<file path="src/rtl/cbs_ram.sv">
// Generic simple dual-port RAM: one write port, one read port, registered read.
// No dependencies.
`default_nettype none
module cbs_ram #(
    parameter int WIDTH = 8,
    parameter int DEPTH = 16
) (
    input  wire logic                     i_clk,
    input  wire logic                     i_wr_en,
    input  wire logic [$clog2(DEPTH)-1:0] i_wr_addr,
    input  wire logic [WIDTH-1:0]         i_wr_data,
    input  wire logic                     i_rd_en,
    input  wire logic [$clog2(DEPTH)-1:0] i_rd_addr,
    output logic      [WIDTH-1:0]         o_rd_data
);
    logic [WIDTH-1:0] r_mem [DEPTH];

    always_ff @(posedge i_clk) begin
        if (i_wr_en) begin
            r_mem[i_wr_addr] <= i_wr_data;
        end
        if (i_rd_en) begin
            o_rd_data <= r_mem[i_rd_addr];
        end
    end
endmodule
`default_nettype wire

</file>
<file path="config.mk">
export PLATFORM = sky130hd
export DESIGN_NAME = cbs_ram
export DESIGN_NICKNAME = d
export VERILOG_FILES = /design/src/rtl/cbs_ram.sv
export SDC_FILE = /design/constraint.sdc
export NUM_CORES = 1
export LEC_CHECK = 0
export ABC_AREA = 1
export BUFFER_PORTS_ARGS = -buffer_cell sky130_fd_sc_hd__clkbuf_2
export CORE_UTILIZATION = 50
export DETAILED_ROUTE_END_ITERATION = 10
export HOLD_SLACK_MARGIN = 0.05
export PLACE_DENSITY = 0.82
export SKIP_CTS_REPAIR_TIMING = 1
export SYNTH_ARGS = -nofsm -noshare
export SYNTH_HDL_FRONTEND = slang
export SYNTH_SLANG_ARGS = --single-unit
</file>
<file path="constraint.sdc">
create_clock -name i_clk -period 1.15 [get_ports i_clk]
set_clock_uncertainty 0.1 [all_clocks]
set_input_delay 0.115 -clock i_clk [delete_from_list [all_inputs] [get_ports i_clk]]
set_output_delay 0.115 -clock i_clk [all_outputs]
set_load 0.005 [all_outputs]
</file>
==> flow_metrics.py <==
metrics = {
    "outcome": {
        "run_status": "finished with violations",
        "violations": "setup timing",
    },
    "power": {
        "switching_power_uw": 2570,
        "power_density_nw_per_um2": 1700,
        "combPwrFrac_pct": 6.5,
        "pwr-share-clk_pct": 46.8,
        "power_switching_share_pct": 21.3,
        "leakage_uw": 0.00306,
        "pwr-share-seq_pct": 46.7,
        "internal_power_uw": 9460,
        "irDropWorstVdd_uv": 1110,
    },
    "detailed_routing": {
        "dr.pass1.iters": 6,
        "routed_wl_um": 13500,
        "wl_per_cell_um": 17.9,
        "drc": 0,
        "vias": 4090,
        "ant_nets": 0,
        "via_per_inst": 5.42,
        "drt_iter0_markers": 485,
    },
    "worst_setup_path": {
        "cp_slowest_cell": "edfxtp_1",
        "path_cells": "inv_2 -> nand2_2 -> nand3_2 -> nand3_2 -> nand3_4 -> nand2_2",
        "worstPathRequired_ns": 1.22,
        "crit_arrival_ns": 1.34,
        "crit_fanout": 1,
        "reg2reg_from": "r_mem[6][4]$_DFFE_PP_",
        "endpoint_kind": "register",
        "crit_path_max_incr_delay_ns": 0.37,
        "critical_path_class": "reg -> reg",
        "start_kind": "register",
        "startpoint": "r_mem[6][4]$_DFFE_PP_",
    },
    "timing": {
        "post-route-min-period_ns": 1.27,
        "holdWs_ns": 0.0539,
        "max_freq_mhz": 785,
        "rsz0062_at_grt": "yes",
        "finalSetupViolations": 10,
        "period_share_pct": 111,
        "relSlewSlack_pct": 55.2,
        "tightestPinTransition_ns": 0.671,
        "hold_violations": 0,
        "drv_slew": 0,
        "worst_slack_ns": -0.124,
    },
    "yosys": {
        "postSynth.asyncResetShare_pct": 0,
        "yosysWarnings": 0,
        "synth_most_common_cell": "nand2_1",
        "ys_top_cells_by_area": "edfxtp_1 (70%), nand2_1 (11%), nand3_1 (8.3%), inv_1 (6.4%), buf_6 (1.2%)",
        "yosys.area.top_type": "edfxtp_1",
        "yosys-top-cells-count": "nand2_1 (173), edfxtp_1 (136), inv_1 (100), nand3_1 (97), nor2_1 (17)",
        "synth_ff_type": "edfxtp_1",
        "netlist_area_um2": 5850,
        "synthCells": 551,
        "synth-seq-area-share_pct": 69.8,
        "avgSynthCellArea_um2": 10.6,
        "synth-edff-count": 136,
        "synth-seq-cells": 136,
        "synth_top_cell_area_share_pct": 69.8,
        "synth_cell_types": 11,
        "syn-num-nets": 570,
    },
    "clock_tree": {
        "cts_root_buffer": "clkbuf_16",
        "cts_buffers": 17,
        "cts.sinks": 136,
        "clk_pin_slew_ns": 0.06,
        "clk_latency_ns": 0.41,
        "cts_buffer_depth": 2,
        "htreeDepth": 4,
        "cts_tree": "yes",
    },
    "place": {
        "dp_hpwl_um": 7950,
        "dp_slack_ns": -0.305,
        "gp_congestion": 0.813,
        "io_buffers": 26,
    },
    "final_layout": {
        "drive_gt1_share_pct": 21.3,
        "fillers": 829,
        "nets": 617,
        "area_growth_pct": 21.1,
        "num_antenna_cells": 0,
    },
    "global_route": {
        "grt_usage_pct": 23.8,
        "grt_pass1_vias": 4047,
        "grt_pass1_wl_um": 20500,
        "grt_max_degree": 33,
        "antenna_found_initial": 0,
        "overflow": 0,
    },
    "floorplan": {
        "rows": 39,
        "die_x_um": 110,
        "core_area_um2": 11400,
        "initial_utilization_pct": 51.2,
        "pin_count": 27,
        "dieHeight_um": 110,
        "die_area_um2": 12100,
    },
    "run": {
        "drv_cap": 0,
    },
    "worst_hold_path": {
        "min-delay-start": "i_rd_addr[3]",
        "hp-class": "in -> reg",
    },
}
cells by family (layout without fill, tap and decap cells):
| group | count (synthesis) | in the layout | synth area share, % |
|---|---|---|---|
| and+or+nand+nor | 289 | 289 | 20.8 |
| buffers and inverters | 126 | 186 | 9.39 |
| DFF | 136 | 136 | 69.8 |
cells in the final DEF (no fill, tap or decap):
cell type,count
nand2_1,166
edfxtp_1,136
inv_1,95
nand3_1,60
nand3_2,35
clkbuf_2,26
buf_4,20
nor2_1,17
clkbuf_16,17
inv_2,7
nand2_2,7
buf_12,5
bufinv_16,4
clkbuf_1,3
nand3_4,2
nand3b_1,2
clkinv_4,2
clkinvlp_4,2
clkinv_2,2
clkinv_1,1
inv_6,1
dlygate4sd3_1,1
power by group through the flow:
| stage | clock network [µW] | logic, µW | registers, µW |
|---|---|---|---|
| global placement | 0 | 658 | 5720 |
| finish | 5630 | 779 | 5620 |
| floorplan | 0 | 391 | 5710 |
| detailed placement | 0 | 681 | 5720 |
| CTS | 5660 | 691 | 5620 |
| global route | 5880 | 850 | 5630 |
final timing paths:
| path | end | slack, ns | depth (start not counted) |
|---|---|---|---|
| worst max-delay path | o_rd_data[4]$_DFFE_PP_ | -0.12 | 6 |
| worst min-delay path | o_rd_data[6]$_DFFE_PP_ | 0.05 | 3 |
| worst max register to register | o_rd_data[4]$_DFFE_PP_ | -0.12 | 6 |
| worst min register to register | o_rd_data[2]$_DFFE_PP_ | 0.67 | 6 |
state kept, by name (all words and copies together) (netlist names):
name / count
o_rd_data: 8
r_mem: 128
worst max-delay path: cells and delay by family (launching register included):
family | cells | cell delay [ns]
buf+inv | 1 | 0.08
flops | 1 | 0.37
simple gates | 5 | 0.48
through the flow:
stage,area [µm²],setup TNS [ns],cells,util [%],power [µW]
6_report,7080,-0.569,754,62.0,12000
5_1_grt,7080,-0.980,754,62.0,12400
4_1_cts,6850,-0.759,753,60.0,12000
3_5_place_dp,6240,-4.99,721,54.6,6400
3_3_place_gp,6240,-3.05,721,54.6,6370
2_1_floorplan,5850,-1.01,551,-,6110
layout make-up:
cell class / instances / area, µm² / share of cell area [%]
Clock buffer: 20 / 437 / 6.17
Multi-Input combinational cell: 289 / 1430 / 20.2
Tap cell: 143 / 179 / 2.53
Timing Repair Buffer: 52 / 390 / 5.51
Inverter: 102 / 383 / 5.41
Sequential cell: 136 / 4080 / 57.7
Clock inverter: 12 / 175 / 2.47
metal layers:
layer | track usage (%) | up-vias | share of wire (%)
met5 | 0 | - | 0
met4 | 10.7 | 0 | 3.8
met3 | 6.23 | 48 | 9.0
met2 | 38.8 | 230 | 50
met1 | 30.2 | 1932 | 37
li1 | - | 1880 | -
Note: power is estimated with default switching activity, not from simulation.
