===== config.mk =====
export PLATFORM = sky130hd
export DESIGN_NAME = cbs_queue
export DESIGN_NICKNAME = d
export VERILOG_FILES = /design/src/rtl/cbs_pkg.sv /design/src/rtl/cbs_queue.sv
export SDC_FILE = /design/constraint.sdc
export NUM_CORES = 1
export LEC_CHECK = 0
export BUFFER_PORTS_ARGS = -buffer_cell sky130_fd_sc_hd__buf_2
export CAP_MARGIN = 10
export CORE_UTILIZATION = 30
export CTS_CLUSTER_SIZE = 40
export DETAILED_ROUTE_END_ITERATION = 7
export GPL_TIMING_DRIVEN = 0
export HOLD_SLACK_MARGIN = 0.1
export PLACE_DENSITY = 0.51
export SETUP_SLACK_MARGIN = 0.02
export SKIP_LAST_GASP = 1
export SYNTH_ARGS = -nofsm -noshare
export SYNTH_HDL_FRONTEND = slang
export SYNTH_SLANG_ARGS = --single-unit

===== constraint.sdc =====
create_clock -name i_clk -period 11.4 [get_ports i_clk]
set_input_delay 1.14 -clock i_clk [delete_from_list [all_inputs] [get_ports i_clk]]
set_output_delay 1.14 -clock i_clk [all_outputs]
set_load 0.02 [all_outputs]

===== src/rtl/cbs_pkg.sv =====
// Shared constants, types and the back-end state encoding for the chunk bounding
// sphere unit. No dependencies.
`default_nettype none
package cbs_pkg;
    localparam int MAX_CHUNK = 256;
    localparam int IDX_W     = $clog2(MAX_CHUNK);
    localparam int RAM_DEPTH = 2 * MAX_CHUNK;
    localparam int RAM_AW    = IDX_W + 1;
    localparam int Q_W       = 32;
    localparam int RAD_W     = 31;
    localparam int CNT_W     = 9;
    localparam int ROW_W     = 4 * Q_W;
    localparam int ROOT_STEPS = Q_W;
    localparam int STEP_W    = $clog2(ROOT_STEPS);

    localparam logic signed [Q_W-1:0] Q_MAX = {1'b0, {(Q_W-1){1'b1}}};
    localparam logic signed [Q_W-1:0] Q_MIN = {1'b1, {(Q_W-1){1'b0}}};

    typedef struct packed {
        logic signed [Q_W-1:0] mid_x;
        logic signed [Q_W-1:0] mid_y;
        logic signed [Q_W-1:0] mid_z;
        logic [Q_W-1:0]        first_idx;
        logic [CNT_W-1:0]      num_splats;
    } t_chunk_desc;

    typedef enum logic [7:0] {
        S_IDLE = 8'b0000_0001,
        S_READ = 8'b0000_0010,
        S_DIFF = 8'b0000_0100,
        S_MUL  = 8'b0000_1000,
        S_SUM  = 8'b0001_0000,
        S_ROOT = 8'b0010_0000,
        S_ACC  = 8'b0100_0000,
        S_OUT  = 8'b1000_0000
    } t_back_state;
endpackage
`default_nettype wire


===== src/rtl/cbs_queue.sv =====
// Two-entry descriptor queue between the front and back ends; one entry per
// buffer bank. Uses cbs_pkg.
`default_nettype none
module cbs_queue (
    input  wire logic                  i_clk,
    input  wire logic                  i_rst_n,
    input  wire logic                  i_push,
    input  wire cbs_pkg::t_chunk_desc  i_desc,
    input  wire logic                  i_pop,
    output cbs_pkg::t_chunk_desc       o_head,
    output logic                       o_not_empty,
    output logic                       o_room
);
    import cbs_pkg::*;

    t_chunk_desc r_entry [2];
    logic        r_wr_ptr;
    logic        r_rd_ptr;
    logic [1:0]  r_count;

    assign o_head      = r_entry[r_rd_ptr];
    assign o_not_empty = (r_count != 2'd0);
    assign o_room      = (r_count != 2'd2);

    always_ff @(posedge i_clk) begin
        if (i_push) begin
            r_entry[r_wr_ptr] <= i_desc;
        end
    end

    always_ff @(posedge i_clk) begin
        if (!i_rst_n) begin
            r_wr_ptr <= 1'b0;
            r_rd_ptr <= 1'b0;
            r_count  <= 2'd0;
        end else begin
            if (i_push) begin
                r_wr_ptr <= ~r_wr_ptr;
            end
            if (i_pop) begin
                r_rd_ptr <= ~r_rd_ptr;
            end
            case ({i_push, i_pop})
                2'b10:   r_count <= r_count + 2'd1;
                2'b01:   r_count <= r_count - 2'd1;
                default: r_count <= r_count;
            endcase
        end
    end
endmodule
`default_nettype wire


==> results.tsv <==
metric	value	unit
outcome	complete, no violations	
vias per cell	4.22	
post-CTS sizing	0	
synthesis-to-layout area growth	30.5	%
total routed wirelength	20.4	mm
DP Area	12200	um^2
Worst Path Max Fanout	10	
vias	5195	
clk buf depth	3	
die area	34400	um^2
largest family of logic cells by synthesized area	multiplexers	
area fraction in compound gates after synthesis	0.198	%
Worst Clk Skew	0.0152	ns
Worst Setup Start Kind	flop	
crit path capture type	output port	
H-tree levels	1	
Pwr per Cell Area	181	nW/um^2
post-synthesis sequential area ratio	82.5	%
critical path arrival	2.06	ns
worst setup margin	8.20	ns
fin crit period	3.20	ns
Yosys cell types	18	
r2r startpoint	r_wr_ptr$_SDFFE_PN0P_	
RSZ-0062 raised after global routing	false	
flops & latches, synth	279	
Hold Crit Class	reg -> reg	
worst hold path stage count	2	
adder-cell share of the synthesized area	0.124	%
worst hold path startpoint	r_count[1]$_SDFFE_PN0P_	
peak supply drop	0.115	mV
dpl hpwl	13.6	mm
most common cell after layout, fill and taps aside	buf_2	
Slew Limit Fails	0	
Core Rows	66	
Pre-antenna DRT Iters	7	
multiplexer share of the synthesized area	15.3	%
drt initial violations	189	
number of buffers created by CTS	30	
Reg clk slew, reported paths	0.06	ns
simple-gate portion of the synthesized area	0.533	%
worst slack at placement	8.58	ns
postcts setup bufs	0	
Synth Cell Area	10100	um^2
CP Class	reg -> out	
worst r2r path cells	4	
CTS tree	built	
clk sinks	279	
Final Hold Vio Count	0	
Worst EP required	10.26	ns
most frequent cells in the layout	283 x buf_2, 274 x edfxtp_1, 137 x mux2_1, 31 x clkbuf_16, 11 x buf_4	
WL/cell	16.6	um
fmax	0.313	GHz
# DRC	0	
post-synthesis area per instance	22.5	um^2
CORE AREA	32800	um^2
grt total ovfl	0	
All-Layer GR Usage	11.4	%
Mapped Nets	590	
post-synthesis instance total	448	
LEAKAGE	4.92	nW
Buffers on Ports	279	
XOR/XNOR Fraction of Synth Area	0.260	%
fin area	13200	um^2
clk_lat worst skew	0.54	ns
Max-cap violations	0	
# IOs	280	
GPL Wtd Cong	0.637	
layout cells sized above 1	43.8	%
die width	185	um
Die H	185	um
largest net degree at the start of global routing	60	
worst-margin pin slew	0.539	ns
antenna violations before repair	2	
CTS Root Buffer Type	clkbuf_16	
Layout fillers	3066	
Final #Nets	908	
Initial Utilization	30.8	%
slew margin rel.	64.0	%
yosys warns	0	
final setup violation count	0	
Routed Antenna Nets	0	
hold-fix buffers at CTS	0	
vias in the first global route	5332	
period utilization	28.0	%
first-pass GRT wire length	29.8	mm
## state kept, by name, summed over array words and instances (netlist names), named ones only
signal / flops
r_count: 2
r_rd_ptr: 1
r_wr_ptr: 1
r_entry: 274
## report_power, final
| group | total, W | internal [W] | switching, W |
|---|---|---|---|
| clock network | 0.000920 | 0.000553 | 0.000367 |
| registers | 0.00120 | 0.00119 | 0.00000991 |
| logic | 0.000266 | 0.000102 | 0.000164 |
## cells in the mapped netlist
library cell | n | area share (%)
nor2b_1 | 1 | 0.062
buf_4 | 11 | 0.82
ha_1 | 1 | 0.12
or3_1 | 1 | 0.062
buf_2 | 4 | 0.20
o21ai_0 | 1 | 0.050
o21a_1 | 1 | 0.074
xor2_1 | 1 | 0.087
or2_1 | 1 | 0.062
inv_1 | 1 | 0.037
nor2_1 | 1 | 0.037
edfxtp_1 | 274 | 82
a21boi_1 | 1 | 0.074
and2_1 | 4 | 0.25
dfxtp_1 | 5 | 0.99
xnor2_1 | 2 | 0.17
mux2_1 | 137 | 15
nand2b_1 | 1 | 0.062
## critical path: stages, from the launching register on
cell	delay, ns
dfxtp_1	0.31
buf_2	0.31
buf_2	0.35
mux2_1	0.36
buf_2	0.17
## metrics by stage
stage / cells / utilization (%) / TNS, ns / total power (W) / hold slack, ns
6_report: 1231 / 40.2 / 0 / 0.00238 / 0.502
5_1_grt: 1230 / 40.2 / 0 / 0.00248 / 0.542
4_1_cts: 1229 / 40.2 / 0 / 0.00243 / 0.504
3_5_place_dp: 1176 / 37.2 / 0 / 0.00149 / 0.489
3_3_place_gp: 1169 / 36.7 / -45.82 / 0.00149 / 0.482
2_1_floorplan: 448 / - / 0 / 0.00138 / 0.465
## cell families after synthesis
group | Yosys count
mux | 137
buf+inv | 16
flops | 279
compound gates | 3
fa+ha+maj | 1
simple gates | 9
xor+xnor | 3
## layout make-up
type	instances	area, um^2	share of cell area [%]
Sequential cell	279	8330	63.2
Multi-Input combinational cell	153	1670	12.6
Timing Repair Buffer	286	1560	11.8
Clock buffer	44	885	6.72
Tap cell	442	553	4.20
Buffer	15	103	0.779
Clock inverter	9	67.6	0.513
Antenna cell	2	5.00	0.0380
Inverter	1	3.75	0.0285
## per-layer routing
layer  part of all wire [%]  vias to the layer above  GRT usage (%)
met5                   0.20                        -          0.593
met4                    2.8                        4           3.67
met1                     41                     2540           13.8
li1                       -                     2423              -
met2                     47                      193           18.6
met3                    9.6                       35           4.35
## worst paths after layout
kind,end,slack (ns)
worst min-delay path,r_count[1]$_SDFFE_PN0P_,0.50
worst max-delay path,o_head[47],8.20
worst min register to register,r_count[1]$_SDFFE_PN0P_,0.50
worst max register to register,r_entry[0][85]$_DFFE_PP_,9.57
No activity file was read; power rests on OpenSTA's default activity.
